**config.mk**
```make
export PLATFORM = sky130hd
export DESIGN_NAME = hsv_threshold_blob_centroid_top
export DESIGN_NICKNAME = d
export VERILOG_FILES = /design/src/rtl/htbc_pkg.sv /design/src/rtl/htbc_divider.sv /design/src/rtl/htbc_datapath.sv /design/src/rtl/htbc_ctrl.sv /design/src/rtl/hsv_threshold_blob_centroid_top.sv
export SDC_FILE = /design/constraint.sdc
export NUM_CORES = 2
export LEC_CHECK = 0
export BUFFER_PORTS_ARGS = -buffer_cell sky130_fd_sc_hd__buf_4
export CAP_MARGIN = 20
export CORE_ASPECT_RATIO = 1.25
export CORE_MARGIN = 2
export CORE_UTILIZATION = 40
export DETAILED_ROUTE_END_ITERATION = 8
export HOLD_SLACK_MARGIN = 0.02
export MAX_ROUTING_LAYER = met4
export PLACE_DENSITY = 0.65
export SYNTH_ARGS = -nofsm -noshare
export SYNTH_HDL_FRONTEND = slang
export SYNTH_SLANG_ARGS = --single-unit
```
**constraint.sdc**
```tcl
create_clock -name aclk -period 12.35 [get_ports aclk]
set_clock_uncertainty 0.05 [all_clocks]
set_input_delay 2.47 -clock aclk [delete_from_list [all_inputs] [get_ports aclk]]
set_output_delay 2.47 -clock aclk [all_outputs]
set_load 0.1 [all_outputs]
```
**src/rtl/htbc_pkg.sv**
```systemverilog
package htbc_pkg;
    localparam int MAX_WIDTH  = 2048;
    localparam int MAX_HEIGHT = 2048;
    localparam int POS_W   = 11;
    localparam int SUM_W   = 34;
    localparam int TALLY_W = 23;
    localparam int FW_W    = 12;
    localparam int DIV_CNT_W = $clog2(SUM_W + 1);
    localparam int HSV_DIV_STAGES = 8;
    localparam logic [TALLY_W-1:0] TALLY_MAX = '1;

    localparam logic [2:0] REG_FRAME_WIDTH = 3'd0;
    localparam logic [2:0] REG_LOWER_HUE   = 3'd1;
    localparam logic [2:0] REG_UPPER_HUE   = 3'd2;
    localparam logic [2:0] REG_LOWER_SAT   = 3'd3;
    localparam logic [2:0] REG_UPPER_SAT   = 3'd4;
    localparam logic [2:0] REG_LOWER_VAL   = 3'd5;
    localparam logic [2:0] REG_UPPER_VAL   = 3'd6;

    typedef struct packed {
        logic start_div;
        logic load_result;
    } htbc_cmd_t;

    typedef struct packed {
        logic div_done;
    } htbc_status_t;
endpackage

```
**src/rtl/htbc_divider.sv**
```systemverilog
module htbc_divider
    import htbc_pkg::*;
(
    input  logic               aclk,
    input  logic               aresetn,
    input  logic               start,
    input  logic [SUM_W-1:0]   numer,
    input  logic [TALLY_W-1:0] denom,
    output logic [SUM_W-1:0]   quot,
    output logic               done
);
    logic [SUM_W-1:0]     q_reg, q_next;
    logic [TALLY_W:0]     r_reg, r_next;
    logic [TALLY_W-1:0]   d_reg;
    logic [DIV_CNT_W-1:0] cnt_reg, cnt_next;
    logic                 busy_reg, busy_next, done_reg, done_next;
    logic [TALLY_W:0]     trial;

    always_comb begin
        q_next = q_reg; r_next = r_reg; cnt_next = cnt_reg;
        busy_next = busy_reg; done_next = 1'b0;
        trial = {r_reg[TALLY_W-1:0], q_reg[SUM_W-1]};
        if (start) begin
            q_next = numer; r_next = '0;
            cnt_next = DIV_CNT_W'(SUM_W); busy_next = 1'b1;
        end else if (busy_reg) begin
            if (trial >= {1'b0, d_reg}) begin
                r_next = trial - {1'b0, d_reg};
                q_next = {q_reg[SUM_W-2:0], 1'b1};
            end else begin
                r_next = trial;
                q_next = {q_reg[SUM_W-2:0], 1'b0};
            end
            cnt_next = cnt_reg - 1'b1;
            if (cnt_reg == DIV_CNT_W'(1)) begin
                busy_next = 1'b0; done_next = 1'b1;
            end
        end
    end

    always_ff @(posedge aclk) begin
        q_reg <= q_next; r_reg <= r_next; cnt_reg <= cnt_next;
        if (start) d_reg <= denom;
        if (!aresetn) begin
            busy_reg <= 1'b0; done_reg <= 1'b0;
        end else begin
            busy_reg <= busy_next; done_reg <= done_next;
        end
    end
    assign quot = q_reg;
    assign done = done_reg;
endmodule

```
**src/rtl/htbc_datapath.sv**
```systemverilog
module htbc_datapath
    import htbc_pkg::*;
(
    input  logic               aclk,
    input  logic               aresetn,
    input  logic               cfg_we,
    input  logic [2:0]         cfg_index,
    input  logic [FW_W-1:0]    cfg_data,
    input  logic               pix_fire,
    input  logic [7:0]         blue,
    input  logic [7:0]         green,
    input  logic [7:0]         red,
    input  logic               eof,
    input  htbc_cmd_t          cmd,
    output htbc_status_t       status,
    output logic               eof_out,
    output logic               res_zero,
    output logic [POS_W-1:0]   res_col,
    output logic [POS_W-1:0]   res_row,
    output logic               res_found,
    output logic [TALLY_W-1:0] res_count
);
    logic [FW_W-1:0] fw_reg;
    logic [7:0] lh_reg, uh_reg, ls_reg, us_reg, lv_reg, uv_reg;

    always_ff @(posedge aclk) begin
        if (!aresetn) begin
            fw_reg <= 12'd640; lh_reg <= 8'd110; uh_reg <= 8'd130;
            ls_reg <= 8'd150; us_reg <= 8'd255; lv_reg <= 8'd150; uv_reg <= 8'd255;
        end else if (cfg_we) begin
            unique case (cfg_index)
                REG_FRAME_WIDTH: fw_reg <= cfg_data;
                REG_LOWER_HUE:   lh_reg <= cfg_data[7:0];
                REG_UPPER_HUE:   uh_reg <= cfg_data[7:0];
                REG_LOWER_SAT:   ls_reg <= cfg_data[7:0];
                REG_UPPER_SAT:   us_reg <= cfg_data[7:0];
                REG_LOWER_VAL:   lv_reg <= cfg_data[7:0];
                REG_UPPER_VAL:   uv_reg <= cfg_data[7:0];
                default: ;
            endcase
        end
    end

    // stage 1: max/min and hue numerator
    logic [7:0] mx, mn, diff;
    logic [10:0] x;
    always_comb begin
        logic [10:0] xs;
        mx = red; mn = red;
        if (green > mx) mx = green;
        if (blue > mx) mx = blue;
        if (green < mn) mn = green;
        if (blue < mn) mn = blue;
        diff = mx - mn;
        if (mx == red)        xs = {3'b0, green} - {3'b0, blue};
        else if (mx == green) xs = {3'b0, blue} - {3'b0, red} + {2'b0, diff, 1'b0};
        else                  xs = {3'b0, red} - {3'b0, green} + {1'b0, diff, 2'b0};
        if (xs[10]) xs = xs + 11'(6 * diff);
        x = xs;
    end

    logic        s1_v_reg, s1_eof_reg;
    logic [7:0]  s1_mx_reg, s1_diff_reg;
    logic [10:0] s1_x_reg;
    always_ff @(posedge aclk) begin
        s1_mx_reg <= mx; s1_diff_reg <= diff; s1_x_reg <= x; s1_eof_reg <= eof;
        if (!aresetn) s1_v_reg <= 1'b0; else s1_v_reg <= pix_fire;
    end

    // hue and saturation divides: restoring, 8 quotient bits, over 8 stages
    logic [HSV_DIV_STAGES:0] p_v, p_eof;
    logic [7:0]        p_mx   [HSV_DIV_STAGES+1];
    logic [17:0]       p_hn   [HSV_DIV_STAGES+1];
    logic [8:0]        p_hd   [HSV_DIV_STAGES+1];
    logic [17:0]       p_sn   [HSV_DIV_STAGES+1];
    logic [8:0]        p_sd   [HSV_DIV_STAGES+1];
    logic [7:0]        p_hq   [HSV_DIV_STAGES+1];
    logic [7:0]        p_sq   [HSV_DIV_STAGES+1];
    logic [HSV_DIV_STAGES:0] p_hz;

    assign p_v[0] = s1_v_reg;
    assign p_eof[0] = s1_eof_reg;
    assign p_mx[0] = s1_mx_reg;
    assign p_hn[0] = 18'(18'(60) * s1_x_reg) + 18'(s1_diff_reg);
    assign p_hd[0] = {s1_diff_reg, 1'b0};
    assign p_sn[0] = 18'(17'(510) * s1_diff_reg) + 18'(s1_mx_reg);
    assign p_sd[0] = {s1_mx_reg, 1'b0};
    assign p_hq[0] = '0;
    assign p_sq[0] = '0;
    assign p_hz[0] = (s1_diff_reg == 8'd0);

    for (genvar i = 0; i < HSV_DIV_STAGES; i++) begin : g_div
        logic [17:0] hn_n, sn_n;
        logic        hb, sb;
        always_comb begin
            hb = p_hn[i] >= (18'(p_hd[i]) << (HSV_DIV_STAGES - 1 - i));
            sb = p_sn[i] >= (18'(p_sd[i]) << (HSV_DIV_STAGES - 1 - i));
            hn_n = hb ? p_hn[i] - (18'(p_hd[i]) << (HSV_DIV_STAGES - 1 - i)) : p_hn[i];
            sn_n = sb ? p_sn[i] - (18'(p_sd[i]) << (HSV_DIV_STAGES - 1 - i)) : p_sn[i];
        end
        always_ff @(posedge aclk) begin
            p_mx[i+1] <= p_mx[i]; p_hd[i+1] <= p_hd[i]; p_sd[i+1] <= p_sd[i];
            p_hn[i+1] <= hn_n; p_sn[i+1] <= sn_n;
            p_hq[i+1] <= {p_hq[i][6:0], hb}; p_sq[i+1] <= {p_sq[i][6:0], sb};
            p_hz[i+1] <= p_hz[i]; p_eof[i+1] <= p_eof[i];
            if (!aresetn) p_v[i+1] <= 1'b0; else p_v[i+1] <= p_v[i];
        end
    end

    logic [7:0] hue, sat, val;
    logic       match;
    always_comb begin
        hue = p_hz[HSV_DIV_STAGES] ? 8'd0 : p_hq[HSV_DIV_STAGES];
        if (hue >= 8'd180) hue = hue - 8'd180;
        sat = (p_mx[HSV_DIV_STAGES] == 8'd0) ? 8'd0 : p_sq[HSV_DIV_STAGES];
        val = p_mx[HSV_DIV_STAGES];
        match = hue >= lh_reg && hue <= uh_reg && sat >= ls_reg && sat <= us_reg &&
                val >= lv_reg && val <= uv_reg;
    end

    // accumulation
    logic [POS_W-1:0]   col_reg, row_reg, col_next, row_next;
    logic [SUM_W-1:0]   csum_reg, rsum_reg, csum_next, rsum_next;
    logic [TALLY_W-1:0] tally_reg, tally_next, cnt_reg;
    logic [FW_W-1:0]    width;
    logic               eofo_reg, found_reg;
    logic [POS_W-1:0]   lcol_reg, lrow_reg;
    logic [SUM_W-1:0]   cq, rq;
    logic               cdone, rdone;

    always_comb begin
        width = fw_reg;
        if (width > FW_W'(MAX_WIDTH)) width = FW_W'(MAX_WIDTH);
        if (width == '0) width = FW_W'(1);
        col_next = col_reg; row_next = row_reg;
        csum_next = csum_reg; rsum_next = rsum_reg; tally_next = tally_reg;
        if (p_v[HSV_DIV_STAGES]) begin
            if (match && tally_reg != TALLY_MAX) begin
                tally_next = tally_reg + 1'b1;
                csum_next = csum_reg + SUM_W'(col_reg);
                rsum_next = rsum_reg + SUM_W'(row_reg);
            end
            if ({1'b0, col_reg} + 12'd1 >= width) begin
                col_next = '0;
                if ({1'b0, row_reg} + 12'd1 < 12'(MAX_HEIGHT)) row_next = row_reg + 1'b1;
            end else col_next = col_reg + 1'b1;
            if (p_eof[HSV_DIV_STAGES]) begin
                col_next = '0; row_next = '0; csum_next = '0; rsum_next = '0;
                tally_next = '0;
            end
        end
    end

    logic [SUM_W-1:0] dcs_reg, drs_reg;
    always_ff @(posedge aclk) begin
        if (p_v[HSV_DIV_STAGES] && p_eof[HSV_DIV_STAGES]) begin
            dcs_reg <= csum_reg + ((match && tally_reg != TALLY_MAX) ? SUM_W'(col_reg) : '0);
            drs_reg <= rsum_reg + ((match && tally_reg != TALLY_MAX) ? SUM_W'(row_reg) : '0);
            cnt_reg <= tally_reg + TALLY_W'(match && tally_reg != TALLY_MAX);
        end
        if (!aresetn) begin
            col_reg <= '0; row_reg <= '0; csum_reg <= '0; rsum_reg <= '0; tally_reg <= '0;
            eofo_reg <= 1'b0; lcol_reg <= '0; lrow_reg <= '0;
            found_reg <= 1'b0;
        end else begin
            col_reg <= col_next; row_reg <= row_next; csum_reg <= csum_next;
            rsum_reg <= rsum_next; tally_reg <= tally_next;
            eofo_reg <= p_v[HSV_DIV_STAGES] && p_eof[HSV_DIV_STAGES];
            if (cmd.load_result) begin
                found_reg <= (cnt_reg != '0);
                if (cnt_reg != '0) begin
                    lcol_reg <= cq[POS_W-1:0]; lrow_reg <= rq[POS_W-1:0];
                end
            end
        end
    end

    htbc_divider u_cdiv (
        .aclk(aclk), .aresetn(aresetn), .start(cmd.start_div),
        .numer(dcs_reg), .denom(cnt_reg), .quot(cq), .done(cdone));
    htbc_divider u_rdiv (
        .aclk(aclk), .aresetn(aresetn), .start(cmd.start_div),
        .numer(drs_reg), .denom(cnt_reg), .quot(rq), .done(rdone));

    assign status.div_done = cdone & rdone;
    assign eof_out   = eofo_reg;
    assign res_zero  = (cnt_reg == '0);
    assign res_col   = lcol_reg;
    assign res_row   = lrow_reg;
    assign res_found = found_reg;
    assign res_count = cnt_reg;
endmodule

```
**src/rtl/htbc_ctrl.sv**
```systemverilog
module htbc_ctrl
    import htbc_pkg::*;
(
    input  logic         aclk,
    input  logic         aresetn,
    input  logic         eof_in,
    input  logic         pipe_eof,
    input  logic         res_zero,
    input  htbc_status_t status,
    input  logic         m_ready,
    output htbc_cmd_t    cmd,
    output logic         in_ready,
    output logic         m_valid
);
    typedef enum logic [4:0] {
        ST_RUN   = 5'b00001,
        ST_DRAIN = 5'b00010,
        ST_DIV   = 5'b00100,
        ST_LOAD  = 5'b01000,
        ST_OUT   = 5'b10000
    } state_t;
    state_t state_reg, state_next;

    always_comb begin
        state_next = state_reg;
        cmd = '0;
        unique case (state_reg)
            ST_RUN:   if (eof_in) state_next = ST_DRAIN;
            ST_DRAIN: if (pipe_eof) begin
                if (res_zero) state_next = ST_LOAD;
                else begin cmd.start_div = 1'b1; state_next = ST_DIV; end
            end
            ST_DIV:   if (status.div_done) state_next = ST_LOAD;
            ST_LOAD:  begin cmd.load_result = 1'b1; state_next = ST_OUT; end
            ST_OUT:   if (m_ready) state_next = ST_RUN;
            default:  state_next = ST_RUN;
        endcase
    end

    always_ff @(posedge aclk) begin
        if (!aresetn) begin
            state_reg <= ST_RUN;
        end else begin
            state_reg <= state_next;
        end
    end

    assign in_ready = (state_reg == ST_RUN);
    assign m_valid  = (state_reg == ST_OUT);
endmodule

```
**src/rtl/hsv_threshold_blob_centroid_top.sv**
```systemverilog
// HSV colour threshold and blob centroid.
// s_axis: one BGR pixel per transaction; tlast marks the last pixel of a frame.
// m_axis: one centroid result per frame, sent after the last pixel.
// cfg: cfg_we/cfg_index/cfg_data write the seven threshold and width registers.
// Pixels are taken at one per cycle through a nine-stage colour pipeline
// (max/min, then eight stages of restoring division for hue and saturation).
// At end of frame input stalls until the result leaves: the pipeline drains,
// the bit-serial divides for column and row means run (skipped when no
// pixel matched), and the load state fills the output register before
// m_axis_tvalid rises. The result then waits in the output register for
// m_axis_tready. A receiver stall holds the result and keeps s_axis_tready
// low; input resumes the cycle after the result transaction. Reset restores
// register defaults and clears position, sums, tally and the last centroid.
module hsv_threshold_blob_centroid_top
    import htbc_pkg::*;
(
    input  logic        aclk,
    input  logic        aresetn,
    input  logic        cfg_we,
    input  logic [2:0]  cfg_index,
    input  logic [11:0] cfg_data,
    input  logic        s_axis_tvalid,
    output logic        s_axis_tready,
    input  logic [23:0] s_axis_tdata,   // blue, green, red
    input  logic        s_axis_tlast,   // end_of_frame
    output logic        m_axis_tvalid,
    input  logic        m_axis_tready,
    output logic [47:0] m_axis_tdata    // centroid_column, centroid_row, found, match_count
);
    htbc_cmd_t    cmd;
    htbc_status_t status;
    logic eof_out, res_zero, res_found, fire, ready;
    logic [POS_W-1:0] res_col, res_row;
    logic [TALLY_W-1:0] res_count;

    assign fire = s_axis_tvalid & ready;
    assign s_axis_tready = ready;

    htbc_datapath u_dp (
        .aclk(aclk), .aresetn(aresetn), .cfg_we(cfg_we), .cfg_index(cfg_index),
        .cfg_data(cfg_data), .pix_fire(fire), .blue(s_axis_tdata[7:0]),
        .green(s_axis_tdata[15:8]), .red(s_axis_tdata[23:16]), .eof(s_axis_tlast),
        .cmd(cmd), .status(status), .eof_out(eof_out), .res_zero(res_zero),
        .res_col(res_col), .res_row(res_row), .res_found(res_found),
        .res_count(res_count));

    htbc_ctrl u_ctrl (
        .aclk(aclk), .aresetn(aresetn), .eof_in(fire & s_axis_tlast),
        .pipe_eof(eof_out), .res_zero(res_zero), .status(status),
        .m_ready(m_axis_tready), .cmd(cmd), .in_ready(ready), .m_valid(m_axis_tvalid));

    assign m_axis_tdata = {2'b0, res_count, res_found, res_row, res_col};
endmodule
```
; ---- Word level (Yosys, flattened, before mapping)
; Cells that the tools add are included.
[op_classes]
n_div = 0
n_addsub = 38
n_mul = 3
reduce_logical = 31
n_eq_ne = 20
n_lt_le_gt_ge = 32
shifts = 0
mux = 65
bitwise_logic = 6
[op_table]
columns = cell, count
row1 = $mux 34, 8
row2 = $mux 18, 14
row3 = $mux 11, 9
row4 = $mux 23, 4
row5 = $add 34x11->34, 2
row6 = $add 34x34->34, 2
row7 = $mux 8, 7
row8 = $ge 24x23->1, 2
row9 = $sub 23x23->23, 2
row10 = $add 17x8->18, 2
row11 = $ge 18x10->1, 2
row12 = $ge 18x11->1, 2
row13 = $ge 18x12->1, 2
row14 = $ge 18x13->1, 2
row15 = $ge 18x14->1, 2
row16 = $ge 18x15->1, 2
row17 = $ge 18x16->1, 2
row18 = $ge 18x9->1, 2
row19 = $sub 18x10->18, 2
row20 = $sub 18x11->18, 2
row21 = $sub 18x12->18, 2
row22 = $sub 18x13->18, 2
row23 = $sub 18x14->18, 2
row24 = $sub 18x15->18, 2
row25 = 55 further kinds, 115
[word_totals]
ff_bits = 943
ramBits = 0
latchBits = 0
wordCells = 301
out_inout_bits = 50
mem_bits_ro = 0
inputBits = 45
memories = 0

; ---- Depth between registers and ports, before layout
[logic_depth]
ltp_word = 12
ltp_mapped = 42
depth_no_buf = 40

; ---- Hierarchy
; From an unflattened synthesis, not the netlist that was laid out.
[unflattened]
cells_unflattened = 5122
area_unflattened_um2 = 49630.1
[modules_own_cells]
columns = mod, area_each_um2, n_inst, seq_area_each_um2, cells_per_inst
row1 = htbc_datapath, 39877.0, 1, 16205.5, 4221
row2 = htbc_divider at u_dp.u_rdiv, 4729.5, 1, 2332.2, 428
row3 = htbc_divider at u_dp.u_cdiv, 4663.2, 1, 2332.2, 428
row4 = htbc_ctrl, 321.6, 1, 100.1, 39
row5 = hsv_threshold_blob_centroid_top, 38.8, 1, 0.0, 6

; ---- Worst setup path after synthesis
; No wires, ideal clock.
[synth_timing]
path_kind = input-to-reg
startpoint = input s_axis_tdata[15]
endpoint = register u_dp.s1_x_reg[7]
setup_time_ps = 122
n_path_buf = 3
path_slack_ps = 2634
t_arrival_ps = 9544
path_stages = 33
cell_sequence = inv_1 > ha_1 > and3_4 > a221o_1 > nor2_1 > clkbuf_1 > nand2_1 > o21ai_0 > inv_1 > ha_1 > and3_1 > a221o_1 > a21oi_1 > o311a_1 > o21ai_1 > buf_2 > a31oi_1 > ha_1 > a21oi_1 > o31ai_1 > nor4_1 > a211oi_2 > xnor2_1 > inv_1 > ha_1 > a21o_1 > a2111oi_0 > o21a_1 > a2111oi_2 > a311o_2 > nor2b_4 > buf_6 > a221o_1
[synth_via]
elab_chain_cells = 10
[synth_lines]
columns = item, line_no
row1 = start: declaration, hsv_threshold_blob_centroid_top.sv:24  ; input logic [23:0] s_axis_tdata,
row2 = $gt 8x8->1, htbc_datapath.sv:50  ; if (green > mx) mx = green;
row3 = $mux 8 (*), htbc_datapath.sv:50
row4 = $gt 8x8->1, htbc_datapath.sv:51  ; if (blue > mx) mx = blue;
row5 = $mux 8 (*), htbc_datapath.sv:51
row6 = via u_dp.mx[4], htbc_datapath.sv:45  ; logic [7:0] mx, mn, diff;
row7 = branches (longest 5 deep; another with $add 11x11->11), --
row8 = $mux 10 (*), htbc_datapath.sv:58  ; if (xs[10]) xs = xs + 11'(6 * diff);
row9 = via u_dp.x[7], htbc_datapath.sv:46  ; logic [10:0] x;
row10 = end signal: assignment, htbc_datapath.sv:66  ; s1_mx_reg <= mx; s1_diff_reg <= diff; s1_x_reg <= x; s1_eof_reg <= eof;
row11 = end: declaration, htbc_datapath.sv:64  ; logic [10:0] s1_x_reg;
; Mark *: on every way through the listed nets, which the timed path passes.
; A chain may end at the register's enable or synchronous reset.

; ---- Final worst setup path
[layout_timing]
startpoint = input s_axis_tdata[15]
endpoint = register u_dp.s1_x_reg[5]
[layout_lines]
columns = item, line_no
row1 = $gt 8x8->1, htbc_datapath.sv:50
row2 = $mux 8 (*), htbc_datapath.sv:50
row3 = $gt 8x8->1, htbc_datapath.sv:51
row4 = $mux 8 (*), htbc_datapath.sv:51
row5 = via u_dp.mx[0], htbc_datapath.sv:45
row6 = $sub 8x8->8 (*), htbc_datapath.sv:54  ; diff = mx - mn;
row7 = via u_dp.diff[7], htbc_datapath.sv:45
row8 = $add 11x10->11 or $add 11x9->11 (tied branches), "htbc_datapath.sv:57, htbc_datapath.sv:56"
row9 = $mux 11 (*), htbc_datapath.sv:56  ; else if (mx == green) xs = {3'b0, blue} - {3'b0, red} + {2'b0, diff, 1'b0};
row10 = $mux 11 (*), htbc_datapath.sv:55  ; if (mx == red) xs = {3'b0, green} - {3'b0, blue};
row11 = $mux 10 (*), htbc_datapath.sv:58
row12 = via u_dp.x[5], htbc_datapath.sv:46
; The timed path passes the listed nets; every way through them passes the cells marked *.

==> metrics.md <==
| Metric | Value |
|---|---|
| Max_cap viols | 0 |
| Skew-Pair Late Insertion Delay | approximately 0.67 ns |
| Largest Register | u_dp.p_hn |
| Final GP Congestion | around 0.88 |
| Via count | 35.3k |
| Synthesized area per cell | 9.31 µm² |
| Endpoints failing setup | 0 |
| GR Overflow Total | 0 |
| Total GRT Usage | 0.180 |
| WL per Instance | approximately 16 µm |
| Post-cts repair resize count | 0 |
| Synth Flop Type | dfxtp_1 |
| Hold_sp | u_dp.p_eof[1]$_DFF_P_ |
| Worst-path clk slew | approximately 0.070 ns |
| Hold depth | 0 |
| Clock sink total | around 920 |
| Post-Syn Area | around 48000 µm² |
| Final hold violations | 0 |
| Clock root buffer | clkbuf_16 |
| Synth async-reset ratio | 0 |
| R2R Setup Slk | 4.55 ns |
| RR Endpoint | u_dp.drs_reg[33]$_DFFE_PP_ |
| Largest register FFs | ~130 |
| Crit-path max cell delay | 0.62 ns |
| Initial core utilization | 0.403 |
| Cts bufs inserted | 90 |
| Synth warn | 0 |
| Vias in the first global route | 35.4k |
| Routed wire length | 109 mm |
| Final layout net count | about 5.8k |
| Post-DP HPWL | ~82 mm |
| Reg-to-reg critical path startpoint | u_dp.p_hz[8]$_DFF_P_ |
| Top delay family on crit path | compound AO/OA/AOI/OAI gates |
| CTS max path bufs | 3 |
| Cells after DPL | ~6.7k |
| Die Width | 315 µm |
| # H-tree levels | 3 |
| Initial antenna violation count | 0 |
| Hold Path End | u_dp.p_eof[2]$_DFF_P_ |
| CP Launch Type | input pin |
| Slew headroom | 0.301 |
| Count of cell types in the netlist | between 90 and 100 |
| Post-synth EDFFs | ~180 |
| Flops & latches, synth | about 920 |
| Slowest cell on the critical path | xnor2_1 |
| Synth Instances | 5182 |
| Via density | around 5.1 |
| Post-cts hold buffer count | 0 |
| Crit path buf inv count | 4 |
| Final non-filler cell total | approximately 6.9k |
| Antenna Nets Post-Route | 0 |
| CP max FO | 11 |
| IO Count | 95 |
| Largest net degree at the start of global routing | between 60 and 70 |
| Die Y | around 390 µm |
| RSZ-0062 raised after global routing | no |
| Worst Setup Path Type | in -> reg |
| Hold Slack | between 0.2 and 0.3 ns |
| Final period util | 0.844 |
| Layout area overhead | 11.9% |
| Layout cell share with drive strength beyond 1 | 0.0653 |
| Hold Crit Class | reg -> reg |
| Reg2reg path depth | 34 |
| DRT iter0 DRCs | 1775 |
| Period minus WS final | 10.42 ns |
| DRC errors left | 0 |
| CP Capture Type | flop |
| Regs by FF count | u_dp.p_hn x126, u_dp.p_sn x119, u_dp.p_mx x56 |
| Fmax | roughly 96 MHz |
| Critical path arrival | between 10 and 15 ns |
| Die area | approximately 120000 µm² |
| TNS Setup | 0 ns |
| CTS tree | built |
| Site row count | 142 |
| First-pass GRT wire length | 176 mm |
| I/O Buffers | 92 |
| Slew Limit Fails | 0 |
| Outcome | complete, no violations |
| Worst endpoint required time | between 10 and 15 ns |
| Drt first pass iters | 5 |
| Core Area | 120000 µm² |
| Seq/Total Area, Yosys | 0.420 |
| Setup Fix Bufs, Post-CTS | 0 |
| Worst-margin pin slew | 1.04 ns |
[per-stage QoR]
| stage | setup slack (ns) | instance area [µm²] | util |
|---|---|---|---|
| floorplan | 2.63 | 48200 | - |
| global placement | 1.25 | 50600 | 0.423 |
| detailed placement | 1.27 | 50600 | 0.423 |
| CTS | 1.98 | 53900 | 0.450 |
| global route | 1.11 | 54000 | 0.451 |
| finish | 1.93 | 54000 | 0.451 |
[synth_stat cells, drive strengths merged (41+ instances only)]
master / n / area (µm²)
nand4: 64 / 400
inv: 448 / 1680
nand3: 99 / 495
o21ai: 228 / 1140
nand2: 566 / 2130
nor4: 56 / 372
dfxtp: 740 / 14800
nor3: 81 / 410
xnor2: 252 / 2210
a21oi: 358 / 1790
ha: 432 / 5410
edfxtp: 182 / 5470
clkbuf: 126 / 473
nor2: 398 / 1500
o211ai: 41 / 308
nand2b: 79 / 494
and2: 56 / 350
mux2i: 57 / 591
xor2: 179 / 1570
o21bai: 70 / 526
fa: 73 / 1460
a21o: 130 / 985
nor2b: 64 / 408
[worst max path at each step]
stage,start,end,slack [ns],depth (start not counted)
after floorplan,s_axis_tdata[15],u_dp.s1_x_reg[7]$_DFF_P_,2.63,33
after global placement,s_axis_tdata[15],u_dp.s1_x_reg[5]$_DFF_P_,1.25,33
after detailed placement,s_axis_tdata[15],u_dp.s1_x_reg[5]$_DFF_P_,1.27,33
after CTS,s_axis_tdata[15],u_dp.s1_x_reg[5]$_DFF_P_,1.98,34
after global routing,s_axis_tdata[15],u_dp.s1_x_reg[5]$_DFF_P_,1.11,33
final,s_axis_tdata[15],u_dp.s1_x_reg[5]$_DFF_P_,1.93,34
[layout make-up]
class                           count  area [µm²]
Inverter                          448        1690
Fill cell                       11358       65800
Sequential cell                   922       20300
Tap cell                         1584        1980
Clock buffer                      124        2610
Multi-Input combinational cell   3672       25800
Clock inverter                     42         694
Timing Repair Buffer              125         936
Antenna cell                        3        7.51
[cells by family after synthesis]
family / after synthesis / share of synthesized area
adder cells (fa/ha/maj): 505 / 0.142
buffers and inverters: 589 / 0.0463
XOR/XNOR: 434 / 0.0797
multiplexers: 82 / 0.0185
other: 1 / 0.0000777
AND/OR/NAND/NOR: 1607 / 0.157
flip-flops: 922 / 0.420
AO/OA/AOI/OAI: 1042 / 0.136
[routing by layer]
layer | up-vias | GRT usage | part of all wire | wire, µm
met4 | 0 | 0.0662 | 0.031 | 3360
met5 | - | - | 0 | 0
met2 | 575 | 0.339 | 0.53 | 57800
met1 | 16577 | 0.192 | 0.40 | 43800
li1 | 18002 | - | - | -
met3 | 192 | 0.0205 | 0.033 | 3570
[layout by cell type (no fill, tap or decap), types with 79 or more instances in the layout]
cell type	instances
xnor2_1	252
edfxtp_1	182
a21oi_1	357
ha_1	432
xor2_1	179
nor2_1	396
o21ai_0	220
nand2_1	563
nor3_1	79
a21o_1	128
clkbuf_16	94
buf_4	124
nand3_1	99
dfxtp_1	740
inv_1	443
Power is not shown: default switching activity piles up to over one toggle a cycle in this logic, so the estimate is an artifact.
